## config.mk

```make
export PLATFORM = sky130hd
export DESIGN_NAME = sequential_list_with_search_delete_top
export DESIGN_NICKNAME = d
export VERILOG_FILES = /design/src/rtl/slsd_pkg.sv /design/src/rtl/slsd_sequencer.sv /design/src/rtl/slsd_datapath.sv /design/src/rtl/sequential_list_with_search_delete_top.sv
export SDC_FILE = /design/constraint.sdc
export NUM_CORES = 1
export LEC_CHECK = 0
export ABC_CLOCK_PERIOD_IN_PS = 5900
export BUFFER_PORTS_ARGS = -buffer_cell sky130_fd_sc_hd__buf_2
export CAP_MARGIN = 20
export CORE_UTILIZATION = 39
export CTS_CLUSTER_SIZE = 8
export DETAILED_ROUTE_END_ITERATION = 12
export MAX_ROUTING_LAYER = met4
export SKIP_CTS_REPAIR_TIMING = 1
export SKIP_LAST_GASP = 1
export SLEW_MARGIN = 15
export SYNTH_ARGS = -nofsm -noshare
export SYNTH_HDL_FRONTEND = slang
export SYNTH_SLANG_ARGS = --single-unit
```

## constraint.sdc

```tcl
create_clock -name clock -period 5.9 [get_ports clock]
set_input_delay 0.295 -clock clock [delete_from_list [all_inputs] [get_ports clock]]
set_output_delay 0.295 -clock clock [all_outputs]
set_load 0.05 [all_outputs]
```

## src/rtl/slsd_pkg.sv

```systemverilog
// ----------------------------------------------------------------------------
// slsd_pkg: shared types and constants for the ordered key list
// Field widths, command and status codes, and the microcode control word
// that the sequencer hands to the datapath each step.
// ----------------------------------------------------------------------------
package slsd_pkg;

   // list geometry
   localparam int CAPACITY = 8;
   localparam int IDX_W    = (CAPACITY > 1) ? $clog2(CAPACITY) : 1;
   localparam int CNT_W    = $clog2(CAPACITY + 1);

   // beat field widths
   localparam int KIND_W   = 3;
   localparam int KEY_W    = 32;
   localparam int STATUS_W = 2;
   localparam int POS_W    = 3;
   localparam int FILL_W   = 4;
   localparam int RSP_FIELDS_W = STATUS_W + POS_W + KEY_W + FILL_W;
   localparam int RSP_DATA_W   = ((RSP_FIELDS_W + 7) / 8) * 8;

   // command codes carried in the request tuser
   localparam logic [KIND_W-1:0] KIND_CLEAR  = 3'd0;
   localparam logic [KIND_W-1:0] KIND_INSERT = 3'd1;
   localparam logic [KIND_W-1:0] KIND_SEARCH = 3'd2;
   localparam logic [KIND_W-1:0] KIND_REMOVE = 3'd3;
   localparam logic [KIND_W-1:0] KIND_DUMP   = 3'd4;

   // microcode address width
   localparam int UPC_W = 4;

   typedef logic [UPC_W-1:0] upc_type;

   typedef enum logic [STATUS_W-1:0] {
      ST_OK      = 2'd0,
      ST_FULL    = 2'd1,
      ST_EMPTY   = 2'd2,
      ST_MISSING = 2'd3
   } status_type;

   // branch conditions
   typedef enum logic [2:0] {
      COND_NONE   = 3'd0,
      COND_FULL   = 3'd1,
      COND_EMPTY  = 3'd2,
      COND_MATCH  = 3'd3,
      COND_END    = 3'd4,
      COND_SEARCH = 3'd5
   } cond_type;

   typedef enum logic [1:0] {
      POS_ZERO  = 2'd0,
      POS_SAVED = 2'd1,
      POS_INDEX = 2'd2
   } pos_sel_type;

   typedef enum logic [1:0] {
      CNT_HOLD  = 2'd0,
      CNT_CLEAR = 2'd1,
      CNT_INC   = 2'd2,
      CNT_DEC   = 2'd3
   } cnt_op_type;

   typedef enum logic [1:0] {
      WR_NONE  = 2'd0,
      WR_TAIL  = 2'd1,
      WR_SHIFT = 2'd2
   } wr_op_type;

   // one microcode word
   typedef struct packed {
      logic        dispatch;   // wait for a request beat and branch on its kind
      cond_type    cond_a;     // first branch, highest priority
      upc_type     tgt_a;
      cond_type    cond_b;     // second branch
      upc_type     tgt_b;
      upc_type     next;       // taken when neither branch fires
      logic        guard;      // datapath actions only on the fall-through path
      logic        emit;       // load the result register
      status_type  status;
      pos_sel_type pos_sel;
      logic        val_entry;  // result value is the entry at the index
      logic        last_end;   // tlast only when the index is the last entry
      cnt_op_type  cnt_op;
      logic        idx_inc;
      wr_op_type   wr_op;
      logic        pos_latch;  // save the index as the found position
   } ctl_word_type;

   // sequencer to datapath
   typedef struct packed {
      ctl_word_type ctl;
      logic         load;      // request beat accepted this cycle
      logic         go;        // step is not stalled by the result register
      logic         fire;      // guarded datapath actions take effect
   } act_type;

   // datapath to sequencer
   typedef struct packed {
      logic full;
      logic empty;
      logic match;
      logic at_end;
      logic is_search;
      logic out_busy;
   } flags_type;

endpackage

```

## src/rtl/slsd_sequencer.sv

```systemverilog
// ----------------------------------------------------------------------------
// slsd_sequencer: microcode store and step counter
// Holds the control program, evaluates branch conditions from the datapath
// and steps the microcode address, stalling while a result cannot be loaded.
// ----------------------------------------------------------------------------
module slsd_sequencer (
   input  logic                            clock,
   input  logic                            reset,
   input  logic                            req_tvalid,
   input  logic [slsd_pkg::KIND_W-1:0]     req_kind,
   input  slsd_pkg::flags_type             flags,
   output logic                            req_ready,
   output slsd_pkg::act_type               act
);

   // microcode addresses
   localparam slsd_pkg::upc_type UA_IDLE   = 4'd0;
   localparam slsd_pkg::upc_type UA_CLR    = 4'd1;
   localparam slsd_pkg::upc_type UA_INS    = 4'd2;
   localparam slsd_pkg::upc_type UA_SRCH   = 4'd3;
   localparam slsd_pkg::upc_type UA_LOOP   = 4'd4;
   localparam slsd_pkg::upc_type UA_FOUND  = 4'd5;
   localparam slsd_pkg::upc_type UA_SHIFT  = 4'd6;
   localparam slsd_pkg::upc_type UA_DUMP0  = 4'd7;
   localparam slsd_pkg::upc_type UA_DUMP1  = 4'd8;
   localparam slsd_pkg::upc_type UA_E_OK   = 4'd9;
   localparam slsd_pkg::upc_type UA_E_FULL = 4'd10;
   localparam slsd_pkg::upc_type UA_E_EMPT = 4'd11;
   localparam slsd_pkg::upc_type UA_E_MISS = 4'd12;
   localparam slsd_pkg::upc_type UA_E_POS  = 4'd13;

   // control program
   function automatic slsd_pkg::ctl_word_type ucode_rom(input slsd_pkg::upc_type addr);
      slsd_pkg::ctl_word_type w;
      w         = '0;
      w.next    = UA_IDLE;
      w.status  = slsd_pkg::ST_OK;
      w.pos_sel = slsd_pkg::POS_ZERO;
      w.cnt_op  = slsd_pkg::CNT_HOLD;
      w.wr_op   = slsd_pkg::WR_NONE;
      w.cond_a  = slsd_pkg::COND_NONE;
      w.cond_b  = slsd_pkg::COND_NONE;
      case (addr)
         UA_IDLE: begin
            w.dispatch = 1'b1;
         end
         UA_CLR: begin
            w.cnt_op = slsd_pkg::CNT_CLEAR;
            w.next   = UA_E_OK;
         end
         UA_INS: begin
            // append unless full
            w.cond_a = slsd_pkg::COND_FULL;
            w.tgt_a  = UA_E_FULL;
            w.guard  = 1'b1;
            w.wr_op  = slsd_pkg::WR_TAIL;
            w.cnt_op = slsd_pkg::CNT_INC;
            w.next   = UA_E_OK;
         end
         UA_SRCH: begin
            w.cond_a = slsd_pkg::COND_EMPTY;
            w.tgt_a  = UA_E_EMPT;
            w.next   = UA_LOOP;
         end
         UA_LOOP: begin
            // compare one entry a step
            w.cond_a  = slsd_pkg::COND_MATCH;
            w.tgt_a   = UA_FOUND;
            w.cond_b  = slsd_pkg::COND_END;
            w.tgt_b   = UA_E_MISS;
            w.guard   = 1'b1;
            w.idx_inc = 1'b1;
            w.next    = UA_LOOP;
         end
         UA_FOUND: begin
            w.pos_latch = 1'b1;
            w.cond_a    = slsd_pkg::COND_SEARCH;
            w.tgt_a     = UA_E_POS;
            w.next      = UA_SHIFT;
         end
         UA_SHIFT: begin
            w.wr_op  = slsd_pkg::WR_SHIFT;
            w.cnt_op = slsd_pkg::CNT_DEC;
            w.next   = UA_E_POS;
         end
         UA_DUMP0: begin
            w.cond_a = slsd_pkg::COND_EMPTY;
            w.tgt_a  = UA_E_EMPT;
            w.next   = UA_DUMP1;
         end
         UA_DUMP1: begin
            // one result beat per entry
            w.emit      = 1'b1;
            w.pos_sel   = slsd_pkg::POS_INDEX;
            w.val_entry = 1'b1;
            w.last_end  = 1'b1;
            w.cond_a    = slsd_pkg::COND_END;
            w.tgt_a     = UA_IDLE;
            w.guard     = 1'b1;
            w.idx_inc   = 1'b1;
            w.next      = UA_DUMP1;
         end
         UA_E_OK: begin
            w.emit = 1'b1;
         end
         UA_E_FULL: begin
            w.emit   = 1'b1;
            w.status = slsd_pkg::ST_FULL;
         end
         UA_E_EMPT: begin
            w.emit   = 1'b1;
            w.status = slsd_pkg::ST_EMPTY;
         end
         UA_E_MISS: begin
            w.emit   = 1'b1;
            w.status = slsd_pkg::ST_MISSING;
         end
         UA_E_POS: begin
            w.emit    = 1'b1;
            w.pos_sel = slsd_pkg::POS_SAVED;
         end
         default: begin
            w.next = UA_IDLE;
         end
      endcase
      return w;
   endfunction

   // entry point per command; unknown commands are dropped
   function automatic slsd_pkg::upc_type dispatch_target(input logic [slsd_pkg::KIND_W-1:0] k);
      slsd_pkg::upc_type t;
      case (k)
         slsd_pkg::KIND_CLEAR:  t = UA_CLR;
         slsd_pkg::KIND_INSERT: t = UA_INS;
         slsd_pkg::KIND_SEARCH: t = UA_SRCH;
         slsd_pkg::KIND_REMOVE: t = UA_SRCH;
         slsd_pkg::KIND_DUMP:   t = UA_DUMP0;
         default:               t = UA_IDLE;
      endcase
      return t;
   endfunction

   function automatic logic cond_true(input slsd_pkg::cond_type c,
                                      input slsd_pkg::flags_type f);
      logic r;
      case (c)
         slsd_pkg::COND_FULL:   r = f.full;
         slsd_pkg::COND_EMPTY:  r = f.empty;
         slsd_pkg::COND_MATCH:  r = f.match;
         slsd_pkg::COND_END:    r = f.at_end;
         slsd_pkg::COND_SEARCH: r = f.is_search;
         default:               r = 1'b0;
      endcase
      return r;
   endfunction

   slsd_pkg::upc_type      upc_ff, upc_in;
   slsd_pkg::ctl_word_type ctl;
   logic                   jump_a, jump_b, go, load;

   // branch and stall decisions
   always_comb begin
      ctl    = ucode_rom(upc_ff);
      jump_a = cond_true(ctl.cond_a, flags);
      jump_b = cond_true(ctl.cond_b, flags);
      go     = !(ctl.emit && flags.out_busy);
      load   = ctl.dispatch && req_tvalid;
      if (ctl.dispatch) begin
         upc_in = load ? dispatch_target(req_kind) : UA_IDLE;
      end else if (!go) begin
         upc_in = upc_ff;
      end else if (jump_a) begin
         upc_in = ctl.tgt_a;
      end else if (jump_b) begin
         upc_in = ctl.tgt_b;
      end else begin
         upc_in = ctl.next;
      end
   end

   assign req_ready = ctl.dispatch;
   assign act.ctl   = ctl;
   assign act.load  = load;
   assign act.go    = go;
   assign act.fire  = go && !ctl.dispatch && (!ctl.guard || !(jump_a || jump_b));

   // step counter
   always_ff @(posedge clock) begin
      if (reset) begin
         upc_ff <= UA_IDLE;
      end else begin
         upc_ff <= upc_in;
      end
   end

endmodule

```

## src/rtl/slsd_datapath.sv

```systemverilog
// ----------------------------------------------------------------------------
// slsd_datapath: entry registers, count, index and result register
// Executes the actions of each microcode word and reports the flags that
// the sequencer branches on.
// ----------------------------------------------------------------------------
module slsd_datapath (
   input  logic                                clock,
   input  logic                                reset,
   input  slsd_pkg::act_type                   act,
   input  logic [slsd_pkg::KIND_W-1:0]         req_kind,
   input  logic [slsd_pkg::KEY_W-1:0]          req_key,
   input  logic                                rsp_tready,
   output slsd_pkg::flags_type                 flags,
   output logic                                rsp_tvalid,
   output logic [slsd_pkg::RSP_DATA_W-1:0]     rsp_tdata,
   output logic                                rsp_tlast
);

   logic [slsd_pkg::KIND_W-1:0]  kind_ff;
   logic [slsd_pkg::KEY_W-1:0]   key_ff;
   logic [slsd_pkg::IDX_W-1:0]   idx_ff, idx_in;
   logic [slsd_pkg::IDX_W-1:0]   pos_ff;
   logic [slsd_pkg::CNT_W-1:0]   count_ff, count_in;
   logic [slsd_pkg::KEY_W-1:0]   entries_ff [slsd_pkg::CAPACITY];
   logic [slsd_pkg::KEY_W-1:0]   entries_in [slsd_pkg::CAPACITY];
   logic [slsd_pkg::KEY_W-1:0]   rd_cur;

   logic                         rsp_valid_ff, rsp_valid_in;
   logic [slsd_pkg::STATUS_W-1:0] rsp_status_ff;
   logic [slsd_pkg::POS_W-1:0]   rsp_pos_ff, rsp_pos_in;
   logic [slsd_pkg::KEY_W-1:0]   rsp_value_ff;
   logic [slsd_pkg::FILL_W-1:0]  rsp_fill_ff;
   logic                         rsp_last_ff;

   logic wr_tail, wr_shift, emit;

   assign rd_cur   = entries_ff[idx_ff];
   assign wr_tail  = act.fire && (act.ctl.wr_op == slsd_pkg::WR_TAIL);
   assign wr_shift = act.fire && (act.ctl.wr_op == slsd_pkg::WR_SHIFT);
   assign emit     = act.go && act.ctl.emit;

   // status flags for branching
   assign flags.full      = (count_ff == slsd_pkg::CNT_W'(slsd_pkg::CAPACITY));
   assign flags.empty     = (count_ff == '0);
   assign flags.match     = (rd_cur == key_ff);
   assign flags.at_end    = ((slsd_pkg::CNT_W'(idx_ff) + slsd_pkg::CNT_W'(1)) == count_ff);
   assign flags.is_search = (kind_ff == slsd_pkg::KIND_SEARCH);
   assign flags.out_busy  = rsp_valid_ff && !rsp_tready;

   // entry lanes: tail write or shift down above the removed slot
   for (genvar j = 0; j < slsd_pkg::CAPACITY; j++) begin : g_lane
      logic tail_hit, shift_hit;
      assign tail_hit = wr_tail &&
         (count_ff[slsd_pkg::IDX_W-1:0] == slsd_pkg::IDX_W'(j));
      if (j < slsd_pkg::CAPACITY - 1) begin : g_shift
         assign shift_hit = wr_shift && (pos_ff <= slsd_pkg::IDX_W'(j)) &&
            (slsd_pkg::CNT_W'(j + 1) < count_ff);
         always_comb begin
            if (tail_hit) begin
               entries_in[j] = key_ff;
            end else if (shift_hit) begin
               entries_in[j] = entries_ff[j+1];
            end else begin
               entries_in[j] = entries_ff[j];
            end
         end
      end else begin : g_top
         assign shift_hit = 1'b0;
         always_comb begin
            if (tail_hit || shift_hit) begin
               entries_in[j] = key_ff;
            end else begin
               entries_in[j] = entries_ff[j];
            end
         end
      end
   end

   always_ff @(posedge clock) begin
      entries_ff <= entries_in;
   end

   // count and index updates
   always_comb begin
      count_in = count_ff;
      if (act.fire) begin
         case (act.ctl.cnt_op)
            slsd_pkg::CNT_CLEAR: count_in = '0;
            slsd_pkg::CNT_INC:   count_in = count_ff + slsd_pkg::CNT_W'(1);
            slsd_pkg::CNT_DEC:   count_in = count_ff - slsd_pkg::CNT_W'(1);
            default:             count_in = count_ff;
         endcase
      end
      idx_in = idx_ff;
      if (act.load) begin
         idx_in = '0;
      end else if (act.fire && act.ctl.idx_inc) begin
         idx_in = idx_ff + slsd_pkg::IDX_W'(1);
      end
   end

   always_ff @(posedge clock) begin
      if (reset) begin
         count_ff <= '0;
         idx_ff   <= '0;
      end else begin
         count_ff <= count_in;
         idx_ff   <= idx_in;
      end
   end

   // latched request beat and found position
   always_ff @(posedge clock) begin
      if (act.load) begin
         kind_ff <= req_kind;
         key_ff  <= req_key;
      end
      if (act.go && act.ctl.pos_latch) begin
         pos_ff <= idx_ff;
      end
   end

   // result register
   always_comb begin
      case (act.ctl.pos_sel)
         slsd_pkg::POS_SAVED: rsp_pos_in = slsd_pkg::POS_W'(pos_ff);
         slsd_pkg::POS_INDEX: rsp_pos_in = slsd_pkg::POS_W'(idx_ff);
         default:             rsp_pos_in = '0;
      endcase
      if (emit) begin
         rsp_valid_in = 1'b1;
      end else if (rsp_tready) begin
         rsp_valid_in = 1'b0;
      end else begin
         rsp_valid_in = rsp_valid_ff;
      end
   end

   always_ff @(posedge clock) begin
      if (reset) begin
         rsp_valid_ff <= 1'b0;
      end else begin
         rsp_valid_ff <= rsp_valid_in;
      end
   end

   always_ff @(posedge clock) begin
      if (emit) begin
         rsp_status_ff <= act.ctl.status;
         rsp_pos_ff    <= rsp_pos_in;
         rsp_value_ff  <= act.ctl.val_entry ? rd_cur : '0;
         rsp_fill_ff   <= slsd_pkg::FILL_W'(count_ff);
         rsp_last_ff   <= act.ctl.last_end ? flags.at_end : 1'b1;
      end
   end

   assign rsp_tvalid = rsp_valid_ff;
   assign rsp_tlast  = rsp_last_ff;
   assign rsp_tdata  = {{(slsd_pkg::RSP_DATA_W - slsd_pkg::RSP_FIELDS_W){1'b0}},
                        rsp_fill_ff, rsp_value_ff, rsp_pos_ff, rsp_status_ff};

endmodule

```

## src/rtl/sequential_list_with_search_delete_top.sv

```systemverilog
// Clear and insert give a single result beat; search and remove compare entries
// from index 0 until a match or the end; remove then shifts entries above it down;
// dump emits count beats, one per cycle unless the output stalls, or one status
// beat when the list is empty. One command at a time: a new request is taken the
// cycle after the last beat is loaded.
// Synchronous reset empties the list and parks the sequencer; entries keep data.
// ----------------------------------------------------------------------------
// sequential_list_with_search_delete_top: ordered key list with search/remove
// A microcoded sequencer drives a register-file datapath holding up to
// CAPACITY unsigned keys; results leave through a registered stream output.
// ----------------------------------------------------------------------------
module sequential_list_with_search_delete_top (
   input  logic                                clock,
   input  logic                                reset,
   // request: tdata = key[31:0]; tuser = kind[2:0]
   input  logic                                req_tvalid,
   output logic                                req_tready,
   input  logic [slsd_pkg::KEY_W-1:0]          req_tdata,
   input  logic [slsd_pkg::KIND_W-1:0]         req_tuser,
   // response: tdata = status[1:0], position[4:2], entry_value[36:5],
   //           fill_count[40:37], zero pad[47:41]; tlast = last
   output logic                                rsp_tvalid,
   input  logic                                rsp_tready,
   output logic [slsd_pkg::RSP_DATA_W-1:0]     rsp_tdata,
   output logic                                rsp_tlast
);

   slsd_pkg::act_type   act;
   slsd_pkg::flags_type flags;

   slsd_sequencer u_seq (
      .clock      (clock),
      .reset      (reset),
      .req_tvalid (req_tvalid),
      .req_kind   (req_tuser),
      .flags      (flags),
      .req_ready  (req_tready),
      .act        (act)
   );

   slsd_datapath u_dp (
      .clock      (clock),
      .reset      (reset),
      .act        (act),
      .req_kind   (req_tuser),
      .req_key    (req_tdata),
      .rsp_tready (rsp_tready),
      .flags      (flags),
      .rsp_tvalid (rsp_tvalid),
      .rsp_tdata  (rsp_tdata),
      .rsp_tlast  (rsp_tlast)
   );

endmodule
```

==> summary.txt <==
Timing
  • Final Cycle Share: between 80% and 90%
  • Final Critical Period: 4810 ps
  • Hold Worst Slack: ~33 ps
  • Hold Fails Final Rpt: 0
  • Worst Max-Slew Pin Slew: roughly 1100 ps
  • Endpoints failing setup: 0
  • Slew HR: between 20% and 30%
  • Fin. max-slew vios: 0
  • Fmax: between 200 and 250 MHz
  • Setup tns final: 0 ps
  • Clk_skew: 14.2 ps
  • RSZ-0062 raised after global routing: no

Routing
  • DR WL/cell: 24.3 um
  • Drt first-iter violations: around 800
  • WL final: ~43 mm
  • Pre-Repair DR Iteration Count: 5
  • Via density: 5.58
  • Antenna violation net count after detailed routing: 0
  • DRC errors left: 0
  • DR vias: approximately 10000

Clock network
  • Clock insertion delay at the later pin of the skew report: approximately 580 ps
  • Clock sinks: roughly 350
  • Max H-tree Level: 2
  • CTS tree: built
  • Max Buffers Root-to-Sink: 3
  • Root buffer cell: clkbuf_16
  • Clock Pin Slew Worst Setup and Hold Paths: ~50 ps
  • CTS Buf Count: about 50

Setup path
  • Worst path arrival time: between 5000 and 6000 ps
  • Required @ worst endpoint: approximately 6100 ps
  • Crit path kind: flop to flop
  • CP Launch Type: flop
  • Crit end category: flop
  • Crit-path max FO: 30

Power and ir drop
  • PwrDens: ~370 nW/um2
  • Leakage: 6.45 nW
  • Peak VDD IR: between 0.5 and 0.6 mV

Synthesis
  • Ys flop type: edfxtp_1
  • Syn avg cell area: ~16 um2
  • Main area contributors after synthesis: edfxtp_1 (60%), mux2_2 (16%), mux4_2 (3.7%)
  • Post-synth cell types: 69
  • Synthesized cell area: around 17000 um2
  • Share of the synthesized area in the top cell type: between 50% and 60%
  • Sequential area share after synthesis: 61.0%
  • Synth Instances: between 1000 and 1500
  • Count leader, synth: edfxtp_1
  • Cell taking the most area after synthesis: edfxtp_1
  • Number of synthesized flops with an enable pin: 336
  • YS warnings: 0
  • Asr flop ratio synth: 0%
  • Most instantiated cells after synthesis: edfxtp_1 (336), mux2_2 (237), mux2i_1 (62), nor2_1 (38)
  • Synthesized flop and latch total: between 300 and 400

Final layout
  • Post-Layout Inst Area: 19600 um2
  • Layout cells sized above 1: 37.5%
  • Fill cells: between 3000 and 4000
  • Fin cells: between 1500 and 2000
  • Nets: roughly 1200
  • Synthesis-to-finish area growth: 15.9%
  • ANT cells: 0

Global route
  • Gr ovfl total: 0
  • First-pass GRT wire length: 64.9 mm
  • Overall Global Routing Usage: ~21%
  • Initial antenna violation count: 1
  • Largest net degree at the start of global routing: 47
  • Vias in the first global route: around 9900

Outcome
  • Status: finished clean

Floorplan
  • Starting Density: about two fifths
  • Die H: 210 um
  • Row Count: 75
  • Die width: around 210 um
  • Core area: 42400 um2
  • Io pins: 90
  • Die area: between 40000 and 50000 um2

Flow run
  • Max cap viols: 0

Placed design
  • Cell total after placement: 1683
  • Port bufs: between 80 and 90
  • Final HPWL DP: 26.5 mm
  • Routability Congestion: ~0.86
  • Dpl cell area: 17900 um2

Min path
  • Hold crit path type: input pin to flop
## cell usage in the layout (no fill, tap or decap), types with 19 or more instances in the layout
cell type,instances
a21oi_1,19
buf_2,83
buf_4,23
clkbuf_16,50
dlygate4sd3_1,35
edfxtp_1,336
mux2_2,237
mux2i_1,62
mux4_2,28
nand2_1,19
nor2_1,37
xor2_1,19
## per-layer routing
layer  vias to the layer above  global-route usage, %  wire (um)
li1                       4470                      -          -
met1                      5120                   28.2      19900
met2                       321                   31.2      20200
met3                        66                   3.13       2440
met4                         0                   6.75       1030
met5                         -                      -          0
## final timing paths
path	startpoint	slack [ps]	cells past startpoint	end
setup / recovery	u_seq.upc_ff[2]	1090	8	u_dp.entries_ff[40]
hold / removal	rsp_tready	30	3	u_dp.rsp_tvalid
setup reg to reg	u_seq.upc_ff[2]	1090	8	u_dp.entries_ff[40]
hold reg to reg	u_dp.rsp_tvalid	510	2	u_dp.rsp_tvalid
## report_power, final
group | internal (mW) | switching (mW)
Clock | 1.54 | 1.02
Combinational | 0.463 | 1.05
Sequential | 3.02 | 0.265
Total | 5.02 | 2.33
## critical path, stage by stage, from the launching register on
cell	delay, ps
dfxtp_1	750
or3_1	210
buf_4	440
inv_1	300
a21oi_1	480
nor3b_2	590
nand3_2	630
o21ai_4	520
buf_4	500
## cells by family (layout without fill, tap and decap cells)
logic type	after synthesis	after routing	share of synthesized area (%)
muxes	337	337	24.7
and+or+nand+nor	171	171	5.48
AOI/OAI and AO/OA	94	94	3.86
buffers and inverters	75	219	2.88
xor gates and xnor gates	24	24	1.29
adders and majority gates	11	11	0.813
DFF	348	348	61.0
other	1	7	0.0221
## final cells by class
cell class / count / area (um2) / share of cell area [%]
flip-flops and latches: 348 / 10300 / 52.7
multi-input cells: 644 / 6230 / 31.7
clock buffers: 68 / 1330 / 6.77
repair buffers: 141 / 938 / 4.78
well taps: 577 / 722 / 3.68
clock inverters: 2 / 36.3 / 0.185
inverters: 8 / 30.0 / 0.153
## registers in the layout, summed over array words and instances (netlist names)
name                count
u_dp.rsp_tvalid         1
u_dp.pos_ff             3
u_dp.idx_ff             3
u_seq.upc_ff            4
u_dp.kind_ff            3
u_dp.key_ff            32
u_dp.rsp_tlast          1
u_dp.rsp_fill_ff        4
u_dp.rsp_status_ff      2
u_dp.count_ff           4
u_dp.rsp_value_ff      32
u_dp.entries_ff       256
u_dp.rsp_pos_ff         3
## through the flow
step           worst slack, ps  util (%)  power (mW)
3_5_place_dp              1200      42.2        4.82
3_3_place_gp              1290      42.2        4.81
2_1_floorplan             1020         -        4.31
6_report                  1090      46.3        7.35
4_1_cts                   1160      45.4        7.41
5_1_grt                    746      46.3        7.65
Note: power is estimated with default switching activity, not from simulation.
